[src/hdl/assert_macros.svh]
// Assertion helpers shared by the RTL files.
// Every check is clocked on clk and disabled while arst_n is low.
`ifndef ASSERT_MACROS_SVH
`define ASSERT_MACROS_SVH

// Property must hold at every clock edge outside reset.
`define BBTA_ASSERT(lbl, prop, msg) \
	lbl: assert property (@(posedge clk) disable iff (!arst_n) (prop)) else $error(msg);

// Expression must never be true outside reset.
`define BBTA_NEVER(lbl, expr, msg) \
	lbl: assert property (@(posedge clk) disable iff (!arst_n) !(expr)) else $error(msg);

`endif

[src/hdl/bbta_pkg.sv]
// ----------------------------------------------------------------------------
// bbta_pkg
// Types and codes shared by the controller and datapath of the buddy
// bitmap tree allocator.
// ----------------------------------------------------------------------------
package bbta_pkg;

	// Result status codes.
	localparam logic [2:0] ST_ALLOC     = 3'd0;
	localparam logic [2:0] ST_TOO_LARGE = 3'd1;
	localparam logic [2:0] ST_NO_BLOCK  = 3'd2;
	localparam logic [2:0] ST_FREED     = 3'd3;
	localparam logic [2:0] ST_FREED_CLR = 3'd4;
	localparam logic [2:0] ST_BAD_INDEX = 3'd5;

	// Request kinds.
	localparam logic KIND_ALLOC = 1'b0;

	// Configuration register indexes.
	localparam logic CFG_LEVELS = 1'b0;

	// Header bytes added to every allocation.
	localparam int unsigned HEADER_BYTES = 4;

	typedef logic [4:0] op_t;

	// Datapath operations.
	localparam op_t OP_NOP       = 5'd0;
	localparam op_t OP_CLR       = 5'd1;
	localparam op_t OP_START     = 5'd2;
	localparam op_t OP_LVL_STEP  = 5'd3;
	localparam op_t OP_SCAN_INIT = 5'd4;
	localparam op_t OP_ANC_RD    = 5'd5;
	localparam op_t OP_ANC_NEXT  = 5'd6;
	localparam op_t OP_DESC_INIT = 5'd7;
	localparam op_t OP_DESC_RD   = 5'd8;
	localparam op_t OP_DESC_NEXT = 5'd9;
	localparam op_t OP_N_NEXT    = 5'd10;
	localparam op_t OP_MARK      = 5'd11;
	localparam op_t OP_BUD_RD    = 5'd12;
	localparam op_t OP_BUD_SET   = 5'd13;
	localparam op_t OP_FREE_RD   = 5'd14;
	localparam op_t OP_FREE_WR   = 5'd15;
	localparam op_t OP_OFFSET    = 5'd16;
	localparam op_t OP_RESULT    = 5'd17;

	typedef struct packed {
		op_t        op;
		logic [2:0] code;
	} cmd_t;

	typedef struct packed {
		logic rd_bit;
		logic too_large;
		logic bad_index;
		logic lvl_cont;
		logic p_one;
		logic p_le_one;
		logic p_zero;
		logic desc_done;
		logic n_last;
		logic clr_last;
		logic out_busy;
	} dp_stat_t;

endpackage

[src/hdl/bbta_ram.sv]
// ----------------------------------------------------------------------------
// bbta_ram
// Generic single-port RAM with a registered read, read before write.
// ----------------------------------------------------------------------------
module bbta_ram #(
	parameter int W = 1,
	parameter int D = 2048
) (
	input  logic                 clk,
	input  logic [$clog2(D)-1:0] addr,
	input  logic                 we,
	input  logic [W-1:0]         wdata,
	output logic [W-1:0]         rdata
);

	logic [W-1:0] mem_q [D];

	// One access per cycle; read data appears on the next cycle.
	always_ff @(posedge clk) begin
		if (we) begin
			mem_q[addr] <= wdata;
		end
		rdata <= mem_q[addr];
	end

endmodule

[src/hdl/bbta_dp.sv]
// ----------------------------------------------------------------------------
// bbta_dp
// Datapath: configuration, request registers, tree walk pointers, the tree
// bitmap RAM, the offset multiplier and the output register.
// ----------------------------------------------------------------------------
`include "assert_macros.svh"

module bbta_dp #(
	parameter int MAX_LEVEL_COUNT = 10
) (
	input  logic                clk,
	input  logic                arst_n,
	input  bbta_pkg::cmd_t      cmd,
	output bbta_pkg::dp_stat_t  st,
	input  logic                cfg_valid,
	input  logic                cfg_index,
	input  logic [16:0]         cfg_data,
	input  logic [25:0]         request_bytes,
	input  logic [10:0]         free_node,
	output logic                out_valid,
	input  logic                out_ready,
	output logic [2:0]          status,
	output logic [10:0]         node_index,
	output logic [3:0]          level,
	output logic [24:0]         byte_offset
);

	localparam int NW = MAX_LEVEL_COUNT + 1;
	localparam int PW = NW + 17;
	localparam logic [3:0] LMAX = 4'(MAX_LEVEL_COUNT - 1);

	logic [3:0]    levels_q;
	logic [16:0]   bucket_q;
	logic [3:0]    l_q;
	logic [3:0]    lvl_q;
	logic [26:0]   need_q;
	logic [31:0]   total_q;
	logic [31:0]   half_q;
	logic          bad_q;
	logic [NW-1:0] n_q;
	logic [NW-1:0] p_q;
	logic [4:0]    d_q;
	logic [NW-1:0] k_q;
	logic [NW-1:0] clr_q;
	logic [PW-1:0] prod_q;
	logic          out_valid_q;
	logic [2:0]    status_q;
	logic [10:0]   node_q;
	logic [3:0]    level_q;
	logic [24:0]   offset_q;
	logic [24:0]   byte_offset_q;

	logic [3:0]    l_eff;
	logic [16:0]   free_ext;
	logic [16:0]   node_lim;
	logic [NW-1:0] first_node;
	logic [NW-1:0] ram_addr;
	logic          ram_we;
	logic          ram_wd;
	logic          ram_rd;
	logic [NW-1:0] row_mask;
	logic [NW-1:0] idx;
	logic [PW+15:0] off_wide;
	logic [10:0]   node_out;

	assign l_eff      = (levels_q > LMAX) ? LMAX : levels_q;
	assign free_ext   = 17'(free_node);
	assign node_lim   = 17'(1) << (5'(l_eff) + 5'd1);
	assign first_node = NW'(1) << lvl_q;
	assign row_mask   = (NW'(1) << d_q) - NW'(1);
	assign idx        = n_q - first_node;
	assign off_wide   = (PW+16)'(prod_q) << (l_q - lvl_q);
	assign node_out   = (NW > 11) ? 11'(n_q) : 11'(n_q);

	// Configuration registers.
	always_ff @(posedge clk or negedge arst_n) begin
		if (!arst_n) begin
			levels_q <= 4'd9;
			bucket_q <= 17'd16;
		end else if (cfg_valid) begin
			if (cfg_index == bbta_pkg::CFG_LEVELS) begin
				levels_q <= cfg_data[3:0];
			end else begin
				bucket_q <= cfg_data;
			end
		end
	end

	// RAM port selection for each operation.
	always_comb begin
		ram_addr = p_q;
		ram_we   = 1'b0;
		ram_wd   = 1'b0;
		case (cmd.op)
			bbta_pkg::OP_CLR: begin
				ram_addr = clr_q;
				ram_we   = 1'b1;
			end
			bbta_pkg::OP_DESC_RD: ram_addr = (n_q << d_q) + k_q;
			bbta_pkg::OP_MARK: begin
				ram_addr = n_q;
				ram_we   = 1'b1;
				ram_wd   = 1'b1;
			end
			bbta_pkg::OP_BUD_RD: ram_addr = p_q ^ NW'(1);
			bbta_pkg::OP_BUD_SET: begin
				ram_addr = p_q >> 1;
				ram_we   = 1'b1;
				ram_wd   = 1'b1;
			end
			bbta_pkg::OP_FREE_RD: ram_addr = n_q;
			bbta_pkg::OP_FREE_WR: ram_we = 1'b1;
			default: ram_addr = p_q;
		endcase
	end

	bbta_ram #(.W(1), .D(1 << NW)) u_tree (
		.clk   (clk),
		.addr  (ram_addr),
		.we    (ram_we),
		.wdata (ram_wd),
		.rdata (ram_rd)
	);

	// Clearing pass counter.
	always_ff @(posedge clk or negedge arst_n) begin
		if (!arst_n) begin
			clr_q <= '0;
		end else if (cmd.op == bbta_pkg::OP_CLR) begin
			clr_q <= clr_q + NW'(1);
		end
	end

	// Request and walk registers.
	always_ff @(posedge clk) begin
		case (cmd.op)
			bbta_pkg::OP_START: begin
				l_q     <= l_eff;
				lvl_q   <= 4'd0;
				need_q  <= 27'(request_bytes) + 27'(bbta_pkg::HEADER_BYTES);
				total_q <= 32'(bucket_q) << l_eff;
				half_q  <= (32'(bucket_q) << l_eff) >> 1;
				bad_q   <= (free_ext == 17'd0) || (free_ext >= node_lim);
				n_q     <= free_ext[NW-1:0];
			end
			bbta_pkg::OP_LVL_STEP: begin
				lvl_q  <= lvl_q + 4'd1;
				half_q <= half_q >> 1;
			end
			bbta_pkg::OP_SCAN_INIT: begin
				n_q <= first_node;
				p_q <= first_node;
			end
			bbta_pkg::OP_ANC_NEXT: p_q <= p_q >> 1;
			bbta_pkg::OP_DESC_INIT: begin
				d_q <= 5'd1;
				k_q <= '0;
			end
			bbta_pkg::OP_DESC_NEXT: begin
				if (k_q == row_mask) begin
					d_q <= d_q + 5'd1;
					k_q <= '0;
				end else begin
					k_q <= k_q + NW'(1);
				end
			end
			bbta_pkg::OP_N_NEXT: begin
				n_q <= n_q + NW'(1);
				p_q <= n_q + NW'(1);
			end
			bbta_pkg::OP_MARK: begin
				p_q    <= n_q;
				prod_q <= PW'(idx) * PW'(bucket_q);
			end
			bbta_pkg::OP_BUD_SET: p_q <= p_q >> 1;
			bbta_pkg::OP_FREE_RD: p_q <= n_q;
			bbta_pkg::OP_FREE_WR: p_q <= p_q >> 1;
			bbta_pkg::OP_OFFSET: offset_q <= off_wide[24:0];
			default: ;
		endcase
	end

	// Output register; the next request may already be at work meanwhile.
	always_ff @(posedge clk or negedge arst_n) begin
		if (!arst_n) begin
			out_valid_q <= 1'b0;
		end else if (cmd.op == bbta_pkg::OP_RESULT) begin
			out_valid_q <= 1'b1;
		end else if (out_ready) begin
			out_valid_q <= 1'b0;
		end
	end

	// Result fields; only an allocation carries a level and an offset.
	always_ff @(posedge clk) begin
		if (cmd.op == bbta_pkg::OP_RESULT) begin
			status_q <= cmd.code;
			if (cmd.code == bbta_pkg::ST_ALLOC) begin
				node_q        <= node_out;
				level_q       <= lvl_q;
				byte_offset_q <= offset_q;
			end else if (cmd.code == bbta_pkg::ST_FREED ||
					cmd.code == bbta_pkg::ST_FREED_CLR) begin
				node_q        <= node_out;
				level_q       <= 4'd0;
				byte_offset_q <= 25'd0;
			end else begin
				node_q        <= 11'd0;
				level_q       <= 4'd0;
				byte_offset_q <= 25'd0;
			end
		end
	end

	assign out_valid   = out_valid_q;
	assign status      = status_q;
	assign node_index  = node_q;
	assign level       = level_q;
	assign byte_offset = byte_offset_q;

	// Status towards the controller.
	always_comb begin
		st.rd_bit    = ram_rd;
		st.too_large = 32'(need_q) > total_q;
		st.bad_index = bad_q;
		st.lvl_cont  = (32'(need_q) <= half_q) && (lvl_q < l_q);
		st.p_one     = p_q == NW'(1);
		st.p_le_one  = p_q <= NW'(1);
		st.p_zero    = p_q == '0;
		st.desc_done = (5'(lvl_q) + d_q) > 5'(l_q);
		st.n_last    = n_q == ((NW'(1) << (5'(lvl_q) + 5'd1)) - NW'(1));
		st.clr_last  = clr_q == '1;
		st.out_busy  = out_valid_q;
	end

	`BBTA_ASSERT(a_result_holds, out_valid_q && !out_ready && cmd.op != bbta_pkg::OP_RESULT |=> out_valid_q && $stable(status_q), "pending result changed before transfer")
	`BBTA_NEVER(a_write_in_range, ram_we && cmd.op == bbta_pkg::OP_BUD_SET && p_q <= NW'(1), "full mark propagated above the root")

endmodule

[src/hdl/bbta_ctrl.sv]
// ----------------------------------------------------------------------------
// bbta_ctrl
// Controller: sequences the clearing pass, the level search, the node scan,
// the full-mark propagation and the free walk.
// ----------------------------------------------------------------------------
`include "assert_macros.svh"

module bbta_ctrl (
	input  logic               clk,
	input  logic               arst_n,
	input  logic               in_valid,
	output logic               in_ready,
	input  logic               kind,
	input  bbta_pkg::dp_stat_t st,
	output bbta_pkg::cmd_t     cmd
);

	localparam logic [4:0] S_CLEAR     = 5'd0;
	localparam logic [4:0] S_IDLE      = 5'd1;
	localparam logic [4:0] S_DECIDE    = 5'd2;
	localparam logic [4:0] S_LVL       = 5'd3;
	localparam logic [4:0] S_CAND      = 5'd4;
	localparam logic [4:0] S_ANC_CHK   = 5'd5;
	localparam logic [4:0] S_DESC      = 5'd6;
	localparam logic [4:0] S_DESC_CHK  = 5'd7;
	localparam logic [4:0] S_REJ       = 5'd8;
	localparam logic [4:0] S_MARK      = 5'd9;
	localparam logic [4:0] S_BUD       = 5'd10;
	localparam logic [4:0] S_BUD_CHK   = 5'd11;
	localparam logic [4:0] S_OFF       = 5'd12;
	localparam logic [4:0] S_FREE_CHK  = 5'd13;
	localparam logic [4:0] S_FREE      = 5'd14;
	localparam logic [4:0] S_RES       = 5'd15;

	logic [4:0] state_q, state_d;
	logic       kind_q;
	logic [2:0] code_q, code_d;

	assign in_ready = state_q == S_IDLE;

	// Next state and datapath command.
	always_comb begin
		state_d  = state_q;
		code_d   = code_q;
		cmd.op   = bbta_pkg::OP_NOP;
		cmd.code = code_q;
		case (state_q)
			S_CLEAR: begin
				cmd.op = bbta_pkg::OP_CLR;
				if (st.clr_last) state_d = S_IDLE;
			end
			S_IDLE: begin
				if (in_valid) begin
					cmd.op  = bbta_pkg::OP_START;
					state_d = S_DECIDE;
				end
			end
			S_DECIDE: begin
				if (kind_q == bbta_pkg::KIND_ALLOC) begin
					if (st.too_large) begin
						code_d  = bbta_pkg::ST_TOO_LARGE;
						state_d = S_RES;
					end else begin
						state_d = S_LVL;
					end
				end else if (st.bad_index) begin
					code_d  = bbta_pkg::ST_BAD_INDEX;
					state_d = S_RES;
				end else begin
					cmd.op  = bbta_pkg::OP_FREE_RD;
					state_d = S_FREE_CHK;
				end
			end
			S_LVL: begin
				if (st.lvl_cont) begin
					cmd.op = bbta_pkg::OP_LVL_STEP;
				end else begin
					cmd.op  = bbta_pkg::OP_SCAN_INIT;
					state_d = S_CAND;
				end
			end
			S_CAND: begin
				cmd.op  = bbta_pkg::OP_ANC_RD;
				state_d = S_ANC_CHK;
			end
			S_ANC_CHK: begin
				if (st.rd_bit) begin
					state_d = S_REJ;
				end else if (st.p_one) begin
					cmd.op  = bbta_pkg::OP_DESC_INIT;
					state_d = S_DESC;
				end else begin
					cmd.op  = bbta_pkg::OP_ANC_NEXT;
					state_d = S_CAND;
				end
			end
			S_DESC: begin
				if (st.desc_done) begin
					state_d = S_MARK;
				end else begin
					cmd.op  = bbta_pkg::OP_DESC_RD;
					state_d = S_DESC_CHK;
				end
			end
			S_DESC_CHK: begin
				if (st.rd_bit) begin
					state_d = S_REJ;
				end else begin
					cmd.op  = bbta_pkg::OP_DESC_NEXT;
					state_d = S_DESC;
				end
			end
			S_REJ: begin
				if (st.n_last) begin
					code_d  = bbta_pkg::ST_NO_BLOCK;
					state_d = S_RES;
				end else begin
					cmd.op  = bbta_pkg::OP_N_NEXT;
					state_d = S_CAND;
				end
			end
			S_MARK: begin
				cmd.op  = bbta_pkg::OP_MARK;
				state_d = S_BUD;
			end
			S_BUD: begin
				if (st.p_le_one) begin
					state_d = S_OFF;
				end else begin
					cmd.op  = bbta_pkg::OP_BUD_RD;
					state_d = S_BUD_CHK;
				end
			end
			S_BUD_CHK: begin
				if (st.rd_bit) begin
					cmd.op  = bbta_pkg::OP_BUD_SET;
					state_d = S_BUD;
				end else begin
					state_d = S_OFF;
				end
			end
			S_OFF: begin
				cmd.op  = bbta_pkg::OP_OFFSET;
				code_d  = bbta_pkg::ST_ALLOC;
				state_d = S_RES;
			end
			S_FREE_CHK: begin
				code_d  = st.rd_bit ? bbta_pkg::ST_FREED : bbta_pkg::ST_FREED_CLR;
				cmd.op  = bbta_pkg::OP_FREE_WR;
				state_d = S_FREE;
			end
			S_FREE: begin
				if (st.p_zero) begin
					state_d = S_RES;
				end else begin
					cmd.op = bbta_pkg::OP_FREE_WR;
				end
			end
			S_RES: begin
				if (!st.out_busy) begin
					cmd.op  = bbta_pkg::OP_RESULT;
					state_d = S_IDLE;
				end
			end
			default: state_d = S_IDLE;
		endcase
	end

	always_ff @(posedge clk or negedge arst_n) begin
		if (!arst_n) begin
			state_q <= S_CLEAR;
			kind_q  <= 1'b0;
			code_q  <= bbta_pkg::ST_ALLOC;
		end else begin
			state_q <= state_d;
			code_q  <= code_d;
			if (in_valid && in_ready) kind_q <= kind;
		end
	end

	`BBTA_ASSERT(a_accept_decides, in_valid && in_ready |=> state_q == S_DECIDE, "accepted request did not start")
	`BBTA_NEVER(a_no_overwrite, cmd.op == bbta_pkg::OP_RESULT && st.out_busy, "result issued over a pending one")
	`BBTA_NEVER(a_clear_blocks, state_q == S_CLEAR && in_ready, "request taken during clearing pass")

endmodule

[src/hdl/buddy_bitmap_tree_allocator_unit.sv]
// ----------------------------------------------------------------------------
// buddy_bitmap_tree_allocator_unit
// Buddy allocator over a heap-numbered bitmap tree of block marks.
// ----------------------------------------------------------------------------
// Usage:
// Requests arrive on in_valid/in_ready with kind, request_bytes and
// free_node; one result per request leaves on out_valid/out_ready with
// status, node_index, level and byte_offset. The configuration channel
// (cfg_valid/cfg_ready, cfg_index, cfg_data) is always ready and should be
// written only while the unit is idle.
// After reset the tree RAM clears one node per cycle, all 2^(MAX_LEVEL_COUNT+1)
// nodes (2048 by default), with in_ready low throughout.
// A request is handled one at a time, and every node test is a registered
// read of the single-port tree RAM. A free reads the node, then clears it and
// its ancestors up to the root; an allocate runs the level search, then for
// each candidate node scanned reads its ancestors and descendants, then reads
// each buddy in the full-mark walk.
// A finished result waits in the output register while the next request is
// taken; if the receiver stalls, that request stops just before delivery.
// ----------------------------------------------------------------------------
module buddy_bitmap_tree_allocator_unit #(
	parameter int MAX_LEVEL_COUNT = 10
) (
	input  logic        clk,
	input  logic        arst_n,
	input  logic        in_valid,
	output logic        in_ready,
	input  logic        kind,
	input  logic [25:0] request_bytes,
	input  logic [10:0] free_node,
	output logic        out_valid,
	input  logic        out_ready,
	output logic [2:0]  status,
	output logic [10:0] node_index,
	output logic [3:0]  level,
	output logic [24:0] byte_offset,
	input  logic        cfg_valid,
	output logic        cfg_ready,
	input  logic        cfg_index,
	input  logic [16:0] cfg_data
);

	bbta_pkg::cmd_t     cmd;
	bbta_pkg::dp_stat_t st;

	assign cfg_ready = 1'b1;

	// Sequencer.
	bbta_ctrl u_ctrl (
		.clk      (clk),
		.arst_n   (arst_n),
		.in_valid (in_valid),
		.in_ready (in_ready),
		.kind     (kind),
		.st       (st),
		.cmd      (cmd)
	);

	// Tree storage and arithmetic.
	bbta_dp #(.MAX_LEVEL_COUNT(MAX_LEVEL_COUNT)) u_dp (
		.clk           (clk),
		.arst_n        (arst_n),
		.cmd           (cmd),
		.st            (st),
		.cfg_valid     (cfg_valid),
		.cfg_index     (cfg_index),
		.cfg_data      (cfg_data),
		.request_bytes (request_bytes),
		.free_node     (free_node),
		.out_valid     (out_valid),
		.out_ready     (out_ready),
		.status        (status),
		.node_index    (node_index),
		.level         (level),
		.byte_offset   (byte_offset)
	);

endmodule
[config.mk]
export PLATFORM = sky130hd
export DESIGN_NAME = buddy_bitmap_tree_allocator_unit
export DESIGN_NICKNAME = d
export VERILOG_FILES = /design/src/hdl/bbta_pkg.sv /design/src/hdl/bbta_ram.sv /design/src/hdl/bbta_dp.sv /design/src/hdl/bbta_ctrl.sv /design/src/hdl/buddy_bitmap_tree_allocator_unit.sv
export VERILOG_INCLUDE_DIRS = /design/src /design/src/hdl
export SDC_FILE = /design/constraint.sdc
export NUM_CORES = 2
export LEC_CHECK = 0
export ABC_AREA = 1
export BUFFER_PORTS_ARGS = -buffer_cell sky130_fd_sc_hd__buf_2
export CELL_PAD_IN_SITES_DETAIL_PLACEMENT = 1
export CELL_PAD_IN_SITES_GLOBAL_PLACEMENT = 2
export CORE_ASPECT_RATIO = 0.6
export CORE_UTILIZATION = 41
export DETAILED_ROUTE_END_ITERATION = 8
export PLACE_DENSITY = 0.81
export SYNTH_ARGS = -nofsm -noshare
export SYNTH_HDL_FRONTEND = slang
export SYNTH_HIERARCHICAL = 1
export SYNTH_SLANG_ARGS = --single-unit
[constraint.sdc]
create_clock -name clk -period 39.6 [get_ports clk]
set_clock_uncertainty 0.2 [all_clocks]
set_input_delay 5.94 -clock clk [delete_from_list [all_inputs] [get_ports clk]]
set_output_delay 5.94 -clock clk [all_outputs]
set_load 0.05 [all_outputs]
==> impl_metrics.tcl <==
set metrics [dict create \
    outcome "complete, no violations" \
    rsz0062_at_grt "false" \
    drtPass1Iterations 6 \
    cts_tree "done" \
    dieArea_um2 284000 \
    clk_transition_reported_paths_ns 0.06 \
    reg2reg_setup_slack_ns 28.48 \
    synth.distinct_cells 63 \
    drt_wl_total_um 419200 \
    overflow 0 \
    cts_sinks 2320 \
    synth-warning-count 6 \
    area_growth_pct 8.765 \
    slew_headroom_pct 15.66 \
    critPathLaunchType "primary input" \
    start_util_pct 41.35 \
    drive_gt1_share_pct 5.775 \
    grt_util_met1_pct 45.58 \
    async_flop_share_pct 1.767 \
    htreeDepth 4 \
    top_usage_layer "met1" \
    end_kind "register" \
    crit_top_cell "nand2_1" \
    grt_first_pass_wirelength_um 614200 \
    clkLatencyLatePin_ns 0.92 \
    avgSynthCellArea_um2 9.166 \
    final_common_cell "nand2_1" \
    cap_viol_max_count 0 \
    clockBufferDepth 4 \
    drv_slew 0 \
    grt_max_degree 244 \
    reg2reg_depth 47 \
    hp-start "u_dp/clr_q[10]$_DFFE_PN0N_" \
    finalNetCount 12590 \
    ios 107 \
    r2r_end "u_dp/u_tree/rdata$_DFF_P_" \
    vias_per_cell 5.657 \
    grt_util_met2_pct 42.22 \
    gr-usage-met3_pct 4.699 \
    hold-path-endpoint "u_dp/clr_q[10]$_DFFE_PN0N_" \
    crit_slowest_cell "buf_4" \
    drt_iter0_drc 10600 \
    cts-resized-gates 0 \
    core_area_um2 279500 \
    setup_tns_ns 0 \
    slowest_delay_ns 0.91 \
    layout_common_cells "nand2_1, nor2_1, edfxtp_1, nand3_1, inv_1" \
    critPathMaxFanout 80 \
    wire_per_inst_um 26.00 \
    grt_pass1_vias 90370 \
    fin_crit_sh_pct 32.38 \
    synth_area_um2 115600 \
    cts_setup_buffers 0 \
    worst-setup-path-type "primary input to register" \
    vias 91230 \
    die_h_um 413.2 \
    seq_area_frac_synth_pct 60.11 \
    drcViolationCount 0 \
    synth-seq-cells 2320 \
    arrival_ns 13.48 \
    max_clock_freq_mhz 78.00 \
    postRouteAntennaNets 0 \
    worstReg2RegStart "u_dp/lvl_q[2]$_SDFFCE_PN0P_" \
    cts-buffers-inserted 232 \
    finalSetupViolations 0 \
    antenna_found_initial 17 \
    ys.flop_type "edfxtp_1" \
    p_leak_nw 42.25 \
    hold_class "register to register" \
    gp_congestion 0.9116 \
    root_buffer "clkbuf_16" \
    synth_edf_count 2278 \
    hold_ws_ns 0.2677 \
    ir_drop_mv 0.08217 \
    synthCells 12610 \
    io_buffers 105 \
    worst_pin_slew_ns 1.262 \
    stdcell_count 16130 \
    numPlacedInstances 15710 \
    cts_hold_buffers 0 \
    worstHoldPathCells 1 \
    fp-row-count 150 \
    grt_usage_pct 29.10 \
    die_w_um 687.4 \
    hold_viol_final 0 \
    critical_path_required_ns 40.26 \
    period_minus_slack_ns 12.82 \
    dp.final_hpwl_um 234200 \
    powerDensity_nw_per_um2 45.10 \
]
-- how the worst max path moves through the flow --
stage / startpoint / endpoint / slack [ns] / cells after the start
2_1_floorplan: in_valid / u_dp/u_tree/mem_q[0]$_DFFE_PP_ / 3.91 / 5
3_3_place_gp: in_valid / u_dp/u_tree/rdata$_DFF_P_ / 26.17 / 30
3_5_place_dp: in_valid / u_dp/u_tree/rdata$_DFF_P_ / 26.01 / 30
4_1_cts: in_valid / u_dp/u_tree/rdata$_DFF_P_ / 26.98 / 30
5_1_grt: in_valid / u_dp/u_tree/rdata$_DFF_P_ / 26.37 / 30
6_report: in_valid / u_dp/u_tree/rdata$_DFF_P_ / 26.78 / 30
-- layer usage --
layer  vias to the layer above  part of all wire [%]
li1                      40360                     -
met1                     46850                    48
met2                      3509                    42
met3                       507                   8.6
met4                         2                   2.1
met5                         -                0.0029
-- final cells by class --
| type | count | area, um2 |
|---|---|---|
| Fill cell | 31830 | 153800 |
| Sequential cell | 2320 | 69460 |
| Multi-Input combinational cell | 8849 | 40850 |
| Clock buffer | 292 | 6083 |
| Tap cell | 3724 | 4659 |
| Inverter | 564 | 2132 |
| Timing Repair Buffer | 255 | 1802 |
| Clock inverter | 118 | 689.4 |
| Antenna cell | 5 | 12.51 |
-- cell usage after synthesis, drive strengths merged (2+ instances only) --
| library cell | instances | area share (%) |
|---|---|---|
| nand2 | 4347 | 14 |
| nor2 | 2545 | 8.4 |
| edfxtp | 2278 | 59 |
| nand3 | 769 | 3.4 |
| clkbuf | 593 | 1.9 |
| inv | 557 | 1.8 |
| buf | 288 | 1.2 |
| nand4 | 288 | 1.6 |
| o21ai | 190 | 0.84 |
| ha | 168 | 1.8 |
| fa | 136 | 2.4 |
| a21oi | 107 | 0.47 |
| nor3 | 66 | 0.34 |
| xor2 | 61 | 0.46 |
| dfrtp | 38 | 0.82 |
| xnor2 | 24 | 0.18 |
| o211ai | 21 | 0.14 |
| o221ai | 15 | 0.11 |
| o22ai | 14 | 0.076 |
| or2 | 12 | 0.065 |
| o2111ai | 10 | 0.076 |
| nor4 | 9 | 0.075 |
| a31oi | 8 | 0.043 |
| nand3b | 8 | 0.052 |
| clkinv | 7 | 0.023 |
| mux2i | 7 | 0.061 |
| o21a | 7 | 0.045 |
| a221oi | 5 | 0.038 |
| o21bai | 5 | 0.032 |
| a22oi | 4 | 0.026 |
| dfstp | 3 | 0.068 |
| a211oi | 2 | 0.013 |
| a21boi | 2 | 0.013 |
| and3 | 2 | 0.011 |
| conb | 2 | 0.0065 |
| o31ai | 2 | 0.017 |
-- critical path: cells and delay by family --
family,cells,cell delay (ns)
buffers and inverters,7,3.62
and+or+nand+nor,22,3.42
AOI/OAI and AO/OA,1,0.27
-- cells by family (layout without fill, tap and decap cells) --
family	count (synthesis)	in the layout	synth area share, %
flops	2320	2320	60.11
buf+inv	1445	1229	4.979
xor+xnor	86	86	0.6637
compound gates	395	395	1.960
simple gates	8048	8048	28.05
other cells	2	14	0.006499
fa+ha+maj	304	304	4.175
mux	7	7	0.06064
-- metrics by stage --
stage	util [%]	setup WS, ns	total power, W	area (um2)
after CTS	44.97	26.98	0.005682	125700
after global placement	42.55	26.17	0.003576	118900
after floorplan	-	3.911	0.003261	115600
after global routing	44.97	26.37	0.005864	125700
final	44.97	26.78	0.005669	125700
after detailed placement	42.55	26.01	0.003600	118900
-- state kept, by name (all words and copies together), names as in the netlist, 17 cells and up --
register / cells
u_dp/u_tree/mem_q: 2048
u_dp/offset_q: 25
u_dp/bucket_q: 17
u_dp/total_q: 32
u_dp/half_q: 31
u_dp/prod_q: 25
u_dp/need_q: 27
u_dp/byte_offset: 25
-- power by group --
part           switching [W]  total, W  internal (W)
Clock               0.000983   0.00209       0.00111
Sequential         0.0000107   0.00271       0.00270
Combinational       0.000604  0.000866      0.000262
Total                0.00160   0.00567       0.00407
(Power assumes the default switching activity.)
